$ cat src/rtl/bcs_pkg.sv
// ----------------------------------------------------------------------------
// bcs_pkg
// Microcode control word, program table and constants of the sequencer.
// ----------------------------------------------------------------------------
package bcs_pkg;

  localparam int RAW_W    = 24;
  localparam int CAL_W    = 16;
  localparam int LEN_W    = 5;
  localparam int POS_W    = 4;
  localparam int DT_W     = 25;
  localparam int MA_W     = 25;
  localparam int MB_W     = 18;
  localparam int PROD_W   = MA_W + MB_W;
  localparam int OS_W     = 35;
  localparam int ACC_W    = 59;
  localparam int TEMP_W   = 24;
  localparam int PRESS_W  = 28;
  localparam int PC_W     = 4;
  localparam int CFG_IDX_W = 3;

  localparam logic [LEN_W-1:0] CYCLE_MIN = 5'd2;
  localparam logic [LEN_W-1:0] CYCLE_MAX = 5'd16;
  localparam logic [LEN_W-1:0] CYCLE_RST = 5'd5;
  localparam logic signed [DT_W-1:0] TEMP_BASE = 25'sd64000;

  typedef enum logic [CFG_IDX_W-1:0] {
    REG_PSENS   = 3'd0,
    REG_POFF    = 3'd1,
    REG_STC     = 3'd2,
    REG_OTC     = 3'd3,
    REG_TREF    = 3'd4,
    REG_TSENS   = 3'd5,
    REG_CYC_LEN = 3'd6
  } cfg_reg_t;

  typedef enum logic {MA_DT, MA_RAW} mul_a_sel_t;

  typedef enum logic [2:0] {
    MB_TSENS, MB_OTC, MB_STC, MB_SLO, MB_SHI
  } mul_b_sel_t;

  typedef enum logic [2:0] {
    OP_NOP, OP_DT, OP_TEMP, OP_OFF, OP_SENS, OP_ACC_LD, OP_ACC_ADD, OP_PRESS
  } op_t;

  typedef enum logic [1:0] {BR_NEXT, BR_PRESS, BR_END} branch_t;

  typedef struct packed {
    mul_a_sel_t       mul_a;
    mul_b_sel_t       mul_b;
    op_t              op;
    branch_t          br;
    logic [PC_W-1:0]  target;
  } ctrl_word_t;

  localparam logic [PC_W-1:0] PC_DISPATCH = 4'd0;
  localparam logic [PC_W-1:0] PC_T_DT     = 4'd1;
  localparam logic [PC_W-1:0] PC_T_MUL    = 4'd2;
  localparam logic [PC_W-1:0] PC_T_OUT    = 4'd3;
  localparam logic [PC_W-1:0] PC_P_MOFF   = 4'd4;
  localparam logic [PC_W-1:0] PC_P_OFF    = 4'd5;
  localparam logic [PC_W-1:0] PC_P_SENS   = 4'd6;
  localparam logic [PC_W-1:0] PC_P_MLO    = 4'd7;
  localparam logic [PC_W-1:0] PC_P_ACC    = 4'd8;
  localparam logic [PC_W-1:0] PC_P_ADD    = 4'd9;
  localparam logic [PC_W-1:0] PC_P_OUT    = 4'd10;

  function automatic ctrl_word_t ucode_rom(input logic [PC_W-1:0] pc);
    ctrl_word_t w;
    w = '{mul_a: MA_DT, mul_b: MB_TSENS, op: OP_NOP, br: BR_NEXT, target: PC_DISPATCH};
    case (pc)
      PC_DISPATCH: begin
        w.br = BR_PRESS;
        w.target = PC_P_MOFF;
      end
      PC_T_DT:  w.op = OP_DT;
      PC_T_MUL: w.mul_b = MB_TSENS;
      PC_T_OUT: begin
        w.op = OP_TEMP;
        w.br = BR_END;
      end
      PC_P_MOFF: w.mul_b = MB_OTC;
      PC_P_OFF: begin
        w.op = OP_OFF;
        w.mul_b = MB_STC;
      end
      PC_P_SENS: w.op = OP_SENS;
      PC_P_MLO: begin
        w.mul_a = MA_RAW;
        w.mul_b = MB_SLO;
      end
      PC_P_ACC: begin
        w.op = OP_ACC_LD;
        w.mul_a = MA_RAW;
        w.mul_b = MB_SHI;
      end
      PC_P_ADD: begin
        w.op = OP_ACC_ADD;
        w.mul_a = MA_RAW;
        w.mul_b = MB_SHI;
      end
      PC_P_OUT: begin
        w.op = OP_PRESS;
        w.br = BR_END;
      end
      default: w.br = BR_END;
    endcase
    return w;
  endfunction

endpackage

$ cat src/rtl/baro_compensation_sequencer_top.sv
// ----------------------------------------------------------------------------
// baro_compensation_sequencer_top
// First-order barometric compensation run by a small microcoded sequencer.
// ----------------------------------------------------------------------------
// Each input beat is one 24-bit raw conversion; readings_per_cycle beats
// (clamped to 2..16) form a cycle of one temperature reading followed by
// pressure readings. One result beat leaves per input beat, and a new beat
// is taken only once the last one's program has ended. The program steps one
// control word per cycle, holding at its last word until the output register
// is free, through a single shared 25x18 signed multiplier; the 59-bit
// raw*SENS product takes two passes through it. The next beat is taken as soon
// as the program ends, even while the result still waits in the output register.
module baro_compensation_sequencer_top
  import bcs_pkg::*;
(
  input  logic                 clk,
  input  logic                 rst,
  input  logic                 cfg_valid,
  output logic                 cfg_ready,
  input  logic [CFG_IDX_W-1:0] cfg_index,
  input  logic [CAL_W-1:0]     cfg_data,
  input  logic                 s_tvalid,
  output logic                 s_tready,
  input  logic [RAW_W-1:0]     s_tdata,   // [23:0] raw_sample
  output logic                 m_tvalid,
  input  logic                 m_tready,
  output logic [55:0]          m_tdata,   // [23:0] temperature, [51:24] pressure,
                                          // [52] next_is_temperature
  output logic                 m_tuser    // [0] is_pressure
);

  logic [CAL_W-1:0] cal_pressure_sens, cal_pressure_offset, cal_sens_temp_coef;
  logic [CAL_W-1:0] cal_offset_temp_coef, cal_reference_temp, cal_temp_sens;
  logic [LEN_W-1:0] readings_per_cycle;

  logic [POS_W-1:0]         pos, pos_next;
  logic [LEN_W-1:0]         len, pos_inc;
  logic                     busy, is_press, next_temp;
  logic [PC_W-1:0]          pc;
  logic [RAW_W-1:0]         raw;
  logic signed [DT_W-1:0]   dt;
  logic signed [PROD_W-1:0] prod;
  logic signed [OS_W-1:0]   off, sens;
  logic signed [ACC_W-1:0]  acc;

  ctrl_word_t               cw;
  logic signed [MA_W-1:0]   mul_a;
  logic signed [MB_W-1:0]   mul_b;
  logic signed [DT_W-1:0]   dt_calc, temp_sum;
  logic signed [OS_W-1:0]   off_calc, sens_calc;
  logic signed [38:0]       press_diff;
  logic [TEMP_W-1:0]        temp_val;
  logic [PRESS_W-1:0]       press_val;
  logic                     s_beat, out_free;

  assign cfg_ready = 1'b1;
  assign s_tready  = !busy;
  assign s_beat    = s_tvalid && s_tready;
  assign out_free  = !m_tvalid || m_tready;
  assign cw        = ucode_rom(pc);

  always_comb begin
    if (readings_per_cycle < CYCLE_MIN) begin
      len = CYCLE_MIN;
    end else if (readings_per_cycle > CYCLE_MAX) begin
      len = CYCLE_MAX;
    end else begin
      len = readings_per_cycle;
    end
    pos_inc  = (pos == '0) ? LEN_W'(1) : LEN_W'(pos) + LEN_W'(1);
    pos_next = (pos_inc >= len) ? '0 : pos_inc[POS_W-1:0];
  end

  always_comb begin
    case (cw.mul_a)
      MA_DT:   mul_a = dt;
      MA_RAW:  mul_a = $signed({1'b0, raw});
      default: mul_a = dt;
    endcase
    case (cw.mul_b)
      MB_TSENS: mul_b = $signed({2'b0, cal_temp_sens});
      MB_OTC:   mul_b = $signed({2'b0, cal_offset_temp_coef});
      MB_STC:   mul_b = $signed({2'b0, cal_sens_temp_coef});
      MB_SLO:   mul_b = $signed({1'b0, sens[16:0]});
      MB_SHI:   mul_b = sens[OS_W-1:17];
      default:  mul_b = '0;
    endcase
  end

  always_comb begin
    dt_calc = (raw == '0) ? '0
            : $signed({1'b0, raw}) - $signed({1'b0, cal_reference_temp, 8'b0});
    off_calc  = $signed({3'b0, cal_pressure_offset, 16'b0}) + OS_W'(prod >>> 7);
    sens_calc = $signed({4'b0, cal_pressure_sens, 15'b0}) + OS_W'(prod >>> 8);
    temp_sum  = DT_W'(prod >>> 18) + TEMP_BASE;
    temp_val  = (dt == '0) ? '0 : temp_sum[TEMP_W-1:0];
    press_diff = 39'(acc >>> 21) - 39'(off);
    press_val  = (raw == '0 || dt == '0) ? '0 : press_diff[37:10];
  end

  always_ff @(posedge clk) begin
    if (rst) begin
      cal_pressure_sens    <= '0;
      cal_pressure_offset  <= '0;
      cal_sens_temp_coef   <= '0;
      cal_offset_temp_coef <= '0;
      cal_reference_temp   <= '0;
      cal_temp_sens        <= '0;
      readings_per_cycle   <= CYCLE_RST;
    end else if (cfg_valid && cfg_ready) begin
      case (cfg_index)
        REG_PSENS:   cal_pressure_sens    <= cfg_data;
        REG_POFF:    cal_pressure_offset  <= cfg_data;
        REG_STC:     cal_sens_temp_coef   <= cfg_data;
        REG_OTC:     cal_offset_temp_coef <= cfg_data;
        REG_TREF:    cal_reference_temp   <= cfg_data;
        REG_TSENS:   cal_temp_sens        <= cfg_data;
        REG_CYC_LEN: readings_per_cycle   <= cfg_data[LEN_W-1:0];
        default: ;
      endcase
    end
  end

  // sequencer and output register
  always_ff @(posedge clk) begin
    if (rst) begin
      busy      <= 1'b0;
      pc        <= PC_DISPATCH;
      pos       <= '0;
      dt        <= '0;
      is_press  <= 1'b0;
      next_temp <= 1'b0;
      m_tvalid  <= 1'b0;
    end else begin
      if (m_tvalid && m_tready) begin
        m_tvalid <= 1'b0;
      end
      if (s_beat) begin
        busy      <= 1'b1;
        pc        <= PC_DISPATCH;
        is_press  <= (pos != '0);
        pos       <= pos_next;
        next_temp <= (pos_next == '0);
      end else if (busy) begin
        if (cw.op == OP_DT) begin
          dt <= dt_calc;
        end
        case (cw.br)
          BR_NEXT:  pc <= pc + PC_W'(1);
          BR_PRESS: pc <= is_press ? cw.target : pc + PC_W'(1);
          BR_END: begin
            if (out_free) begin
              busy     <= 1'b0;
              m_tvalid <= 1'b1;
            end
          end
          default: pc <= pc;
        endcase
      end
    end
  end

  // datapath
  always_ff @(posedge clk) begin
    prod <= mul_a * mul_b;
    if (s_beat) begin
      raw <= s_tdata;
    end
    if (busy) begin
      case (cw.op)
        OP_OFF:     off  <= off_calc;
        OP_SENS:    sens <= sens_calc;
        OP_ACC_LD:  acc  <= ACC_W'(prod);
        OP_ACC_ADD: acc  <= acc + (ACC_W'(prod) <<< 17);
        default: ;
      endcase
      if (cw.br == BR_END && out_free) begin
        m_tuser <= is_press;
        if (cw.op == OP_PRESS) begin
          m_tdata <= {3'b0, next_temp, press_val, {TEMP_W{1'b0}}};
        end else begin
          m_tdata <= {3'b0, next_temp, {PRESS_W{1'b0}}, temp_val};
        end
      end
    end
  end

endmodule

$ cat config.mk
export PLATFORM = sky130hd
export DESIGN_NAME = baro_compensation_sequencer_top
export DESIGN_NICKNAME = d
export VERILOG_FILES = /design/src/rtl/bcs_pkg.sv /design/src/rtl/baro_compensation_sequencer_top.sv
export SDC_FILE = /design/constraint.sdc
export NUM_CORES = 2
export LEC_CHECK = 0
export BUFFER_PORTS_ARGS = -buffer_cell sky130_fd_sc_hd__buf_2
export CAP_MARGIN = 20
export CELL_PAD_IN_SITES_DETAIL_PLACEMENT = 1
export CELL_PAD_IN_SITES_GLOBAL_PLACEMENT = 2
export CORE_AREA = 2 2 423 341
export CTS_CLUSTER_DIAMETER = 40
export CTS_CLUSTER_SIZE = 30
export DETAILED_ROUTE_END_ITERATION = 16
export DIE_AREA = 0 0 425 343
export PLACE_DENSITY = 0.56
export SYNTH_ARGS = -nofsm -noshare
export SYNTH_HDL_FRONTEND = slang
export SYNTH_SLANG_ARGS = --single-unit
$ cat constraint.sdc
create_clock -name clk -period 10.1 [get_ports clk]
set_input_delay 1.01 -clock clk [delete_from_list [all_inputs] [get_ports clk]]
set_output_delay 1.01 -clock clk [all_outputs]
set_load 0.005 [all_outputs]
### Word level (Yosys, flattened, before mapping)

Cells that the tools add are included.

| cells by class | value |
|---|---|
| reductions and logical operators | 37 |
| bitwise gates (word level) | 3 |
| multiply operators | 1 |
| $add $sub $neg | 8 |
| muxes and demuxes | 24 |
| magnitude comparators | 3 |
| equality and inequality tests | 28 |

Operators by type and width:

| cell | count |
|---|---|
| $pmux W59 S2 | 1 |
| $pmux W18 S5 | 1 |
| $add A59 B59 Y59 | 1 |
| $pmux W25 S2 | 1 |
| $mul A25 B18 Y43 | 1 |
| $sub A38 B35 Y38 | 1 |
| $add A32 B35 Y35 | 1 |
| $add A33 B35 Y35 | 1 |
| $logic_not A25 Y1 | 1 |
| $mux W25 | 1 |
| $sub A24 B24 Y25 | 1 |
| $add A24 B17 Y24 const B | 1 |
| $eq A3 B3 Y1 const B | 8 |
| $logic_not A24 Y1 | 1 |
| $reduce_and A2 Y1 | 12 |
| $pmux W3 S7 | 1 |
| $eq A4 B3 Y1 const B | 4 |
| $eq A3 B2 Y1 const B | 5 |
| $mux W5 | 3 |
| $eq A4 B4 Y1 const B | 3 |
| $logic_not A4 Y1 | 3 |
| $pmux W3 S4 | 1 |
| $mux W1 | 10 |
| $eq A3 B1 Y1 const B | 3 |
| other kinds (25) | 38 |

| word-level totals | value |
|---|---|
| logic and storage cells | 127 |
| bits in registers | 391 |
| output and inout bits | 60 |
| bits of input ports | 48 |

### Logic depth before layout (Yosys ltp)

| depth | value |
|---|---|
| depth after elaboration | 7 |
| depth in mapped cells | 36 |

### Least setup slack after synthesis

Ideal clock, no wire load.

| path | value |
|---|---|
| kind | register -> register |
| start | register pc[0] |
| end | register prod[41] |
| clock period less this slack | 7.710 ns |
| required time | 10.028 ns |
| library setup time | 0.072 ns |
| path slack | 2.390 ns |
| arrival time | 7.638 ns |
| cell stages (with the launch flop) | 33 |
| path buffers | 3 |
| path through | dfxtp_1 > inv_1 > ha_1 > nor2_1 > nor3b_1 > clkbuf_1 > buf_1 > a22oi_1 > nand2_1 > a21oi_1 > clkbuf_1 > nor2_1 > fa_1 > inv_1 > fa_1 > inv_1 > fa_1 > inv_1 > fa_1 > fa_1 > fa_1 > inv_1 > ha_1 > a21o_1 > a21o_1 > a211oi_1 > o21bai_1 > a22oi_2 > o311ai_2 > a221oi_1 > o21ai_1 > a21oi_1 > xnor2_1 |

| on the way | value |
|---|---|
| word-level cells in the longest chain between the ends | 6 |

Ends and longest elaborated chain:

| item | line | source |
|---|---|---|
| start: declaration | baro_compensation_sequencer_top.sv:39 | `logic [PC_W-1:0] pc;` |
| start signal: assignment | baro_compensation_sequencer_top.sv:149 | `BR_NEXT: pc <= pc + PC_W'(1);` |
| start signal: assignment | baro_compensation_sequencer_top.sv:150 | `BR_PRESS: pc <= is_press ? cw.target : pc + PC_W'(1);` |
| start signal: assignment | baro_compensation_sequencer_top.sv:157 | `default: pc <= pc;` |
| $eq A4 B4 Y1 / $eq A4 B3 Y1 (equally long branches) | bcs_pkg.sv:72 | `case (pc)` |
| $reduce_or A2 Y1 (no source line) / $reduce_or A3 Y1 (equally long branches) | -- |  |
| $pmux W3 S4 / $mux W1 (equally long branches) | bcs_pkg.sv:72 |  |
| $eq A3 B3 Y1 (tied with other cells) | baro_compensation_sequencer_top.sv:80 | `case (cw.mul_b)` |
| $pmux W18 S5 / $pmux W25 S2 (equally long branches) | baro_compensation_sequencer_top.sv:80, baro_compensation_sequencer_top.sv:75 |  |
| $mul A25 B18 Y43 * | baro_compensation_sequencer_top.sv:165 | `prod <= mul_a * mul_b;` |
| end signal: assignment | baro_compensation_sequencer_top.sv:165 |  |
| end: declaration | baro_compensation_sequencer_top.sv:42 | `logic signed [PROD_W-1:0] prod;` |

Every way passes the cells marked *; elsewhere a longest branch is shown, timed or not.
A chain may end at the register's enable or synchronous reset.

### Final worst setup path

Ends and elaborated chain as after synthesis.

==> results_dict.tcl <==
set metrics [dict create \
    status "finished clean" \
    cts-resized-gates 0 \
    start_kind "flip-flop" \
    rsz0062_at_grt "no" \
    cp_max_fo 45 \
    die-area_sq_um 146000 \
    fin_worst_skew_ns 0.0476 \
    synth_area_sq_um 35100 \
    antenna_found_initial 10 \
    die_w_microns 425 \
    relSlewSlack_pct 29.9 \
    synth_top_cell_by_area "fa_1" \
    combPwrFrac_pct 6.3 \
    power.switching_mw 1.27 \
    critical_path.slowest_cell "mux2i_1" \
    postRouteAntennaNets 0 \
    hp-class "reg2reg" \
    synth_edf_count 190 \
    synth_area_leaders "fa_1 25%, edfxtp_1 16%, dfxtp_1 10%" \
    p_sw_share_pct 26.7 \
    htreeDepth 3 \
    grt_max_degree 75 \
    fin_ws_ns 0.823 \
    synth_seq_cells 371 \
    period_share_pct 91.9 \
    grt_overflow 0 \
    period_needed_ns 9.28 \
    core_sq_um 142000 \
    finalHoldViolations 0 \
    area_growth_syn_to_layout_pct 17.6 \
    slew_viol_final 0 \
    seqPwrFrac_pct 34.5 \
    drc 0 \
    p_int_mw 3.49 \
    drive_above_1_share_pct 9.56 \
    post_cts_buffers 0 \
    synth_top_area_share_pct 25.4 \
    wl_per_cell_microns 22.4 \
    fin_hold_ws_ns 0.432 \
    synth_cells 3879 \
    power.density_nw_per_um2 115 \
    cts-buffers-inserted 88 \
    cellLeakagePower_nw 18.3 \
    cts_tree "done" \
    clock-sinks 371 \
    fmax_mhz 108 \
    critPathLaunch "pc[0]" \
    clkLatencyLatePin_ns 0.71 \
    drt-total-wl_microns 134000 \
    initial_core_util_pct 24.8 \
    grt_util_all_layers_pct 18.7 \
    grt_pass1_wl_microns 201000 \
    ys_types 74 \
    rr_startpoint "pc[0]" \
    vias 27700 \
    end_kind "flip-flop" \
    final_cell_mix "629 x nand2_1, 595 x inv_1, 445 x fa_1" \
    cts.clk_slew.worst_paths_ns 0.05 \
    arrival_ns 9.83 \
    dp_slack_ns 0.716 \
    fin_cells 6005 \
    required_ns 10.65 \
    synth.avg_cell_area_sq_um 9.06 \
    rows 124 \
    fin_nets 4775 \
    clock_power_share_pct 59.2 \
    async_reset_ff_share_pct 0 \
    ys_dominant_reg_cell "edfxtp_1" \
    tightestPinTransition_ns 1.05 \
    crit_top_cell "fa_1" \
    port-buffer-count 103 \
    vias_per_cell 4.61 \
    cts_hold_buf 0 \
    yosys_warnings 0 \
    setup_tns_ns 0 \
    worstHoldStart "next_temp" \
    dpl.hpwl_microns 107000 \
    grt_pass1_vias 29300 \
    gp_congestion 0.828 \
    seq_area_frac_synth_pct 26.6 \
    drt_iter0_drc 1457 \
    clockBufferDepth 3 \
    slowest_delay_ns 0.84 \
    firstDrtPassIters 5 \
    die_y_microns 343 \
    dpl.cell_count 5835 \
    maxCapViolCount 0 \
    ir_worst_vdd_uv 111 \
    final_common_cell "nand2_1" \
    path_class "reg2reg" \
    ioPinCount 108 \
    setup_violations 0 \
    finish.utilization_pct 29.1 \
    cts_root_buffer "clkbuf_16" \
]
## cells by family after synthesis
group | Yosys count | share of synthesized area (%)
xor gates and xnor gates | 152 | 3.79
DFF | 371 | 26.6
other | 2 | 0.0214
muxes | 31 | 0.883
adders and majority gates | 689 | 34.0
and+or+nand+nor | 1275 | 15.4
buffers and inverters | 723 | 7.81
AOI/OAI and AO/OA | 636 | 11.5
## cell usage after synthesis, types with 24 or more instances
cell type,number
ha_1,244
a21o_1,72
edfxtp_1,190
o21ai_0,87
inv_1,595
mux2i_1,31
nand3_1,49
xnor2_1,99
a22oi_1,47
a21oi_1,246
fa_1,445
nand2b_1,38
nor3_1,40
clkbuf_1,102
nor2_1,364
nor2b_1,34
xor2_1,53
nand2_1,629
a211oi_1,24
dfxtp_1,181
## layer usage
| layer | track usage (%) | routed length (microns) | share of wire, % | vias up |
|---|---|---|---|---|
| met5 | 0 | 0 | 0 | - |
| met4 | 3.31 | 2080 | 1.5 | 0 |
| met3 | 2.27 | 4090 | 3.0 | 119 |
| met2 | 28.1 | 58200 | 43 | 400 |
| met1 | 28.6 | 69800 | 52 | 14300 |
| li1 | - | - | - | 12900 |
## worst paths after layout
check,to,slack [ns],cells past startpoint
hold / removal,m_tdata[52],0.43,0
setup reg to reg,prod[41],0.82,30
setup / recovery,prod[41],0.82,30
hold reg to reg,m_tdata[52],0.43,0
## power groups by stage
stage | Clock [mW] | Sequential (mW) | Combinational [mW]
global placement | 0 | 1.67 | 0.301
global route | 2.97 | 1.64 | 0.327
floorplan | 0 | 1.65 | 0.157
detailed placement | 0 | 1.67 | 0.302
CTS | 2.90 | 1.64 | 0.304
finish | 2.82 | 1.64 | 0.298
## layout make-up
cell class / count / area [sq um]
diodes: 2 / 5.00
clock buffers: 110 / 2390
clock inverters: 55 / 568
fillers: 16500 / 100000
inverters: 596 / 2240
multi-input cells: 2787 / 23200
flip-flops and latches: 371 / 9330
well taps: 1890 / 2360
repair buffers: 194 / 1250
## metrics by stage
stage | total power, mW | instance area (sq um)
after detailed placement | 1.97 | 38300
after global routing | 4.95 | 41300
final | 4.76 | 41300
after global placement | 1.97 | 38300
after CTS | 4.85 | 41300
after floorplan | 1.81 | 35100
## registers in the layout, indices dropped and copies added (netlist names)
signal,cells
m_tvalid,1
pos,4
cal_pressure_offset,16
acc,42
cal_reference_temp,16
is_press,1
busy,1
off,35
m_tdata,53
prod,43
sens,35
cal_offset_temp_coef,16
dt,25
cal_sens_temp_coef,16
cal_pressure_sens,16
m_tuser,1
raw,24
readings_per_cycle,5
cal_temp_sens,16
next_temp,1
pc,4
## worst max-delay path: cells and delay by family (launching register included)
family          cells  cell delay, ns
fa+ha+maj           8            3.72
compound gates     10            2.60
buf+inv             7            0.91
mux                 1            0.84
simple gates        3            0.55
flops               1            0.35
xor+xnor            1            0.13
Power figures use the tool's default switching activity.
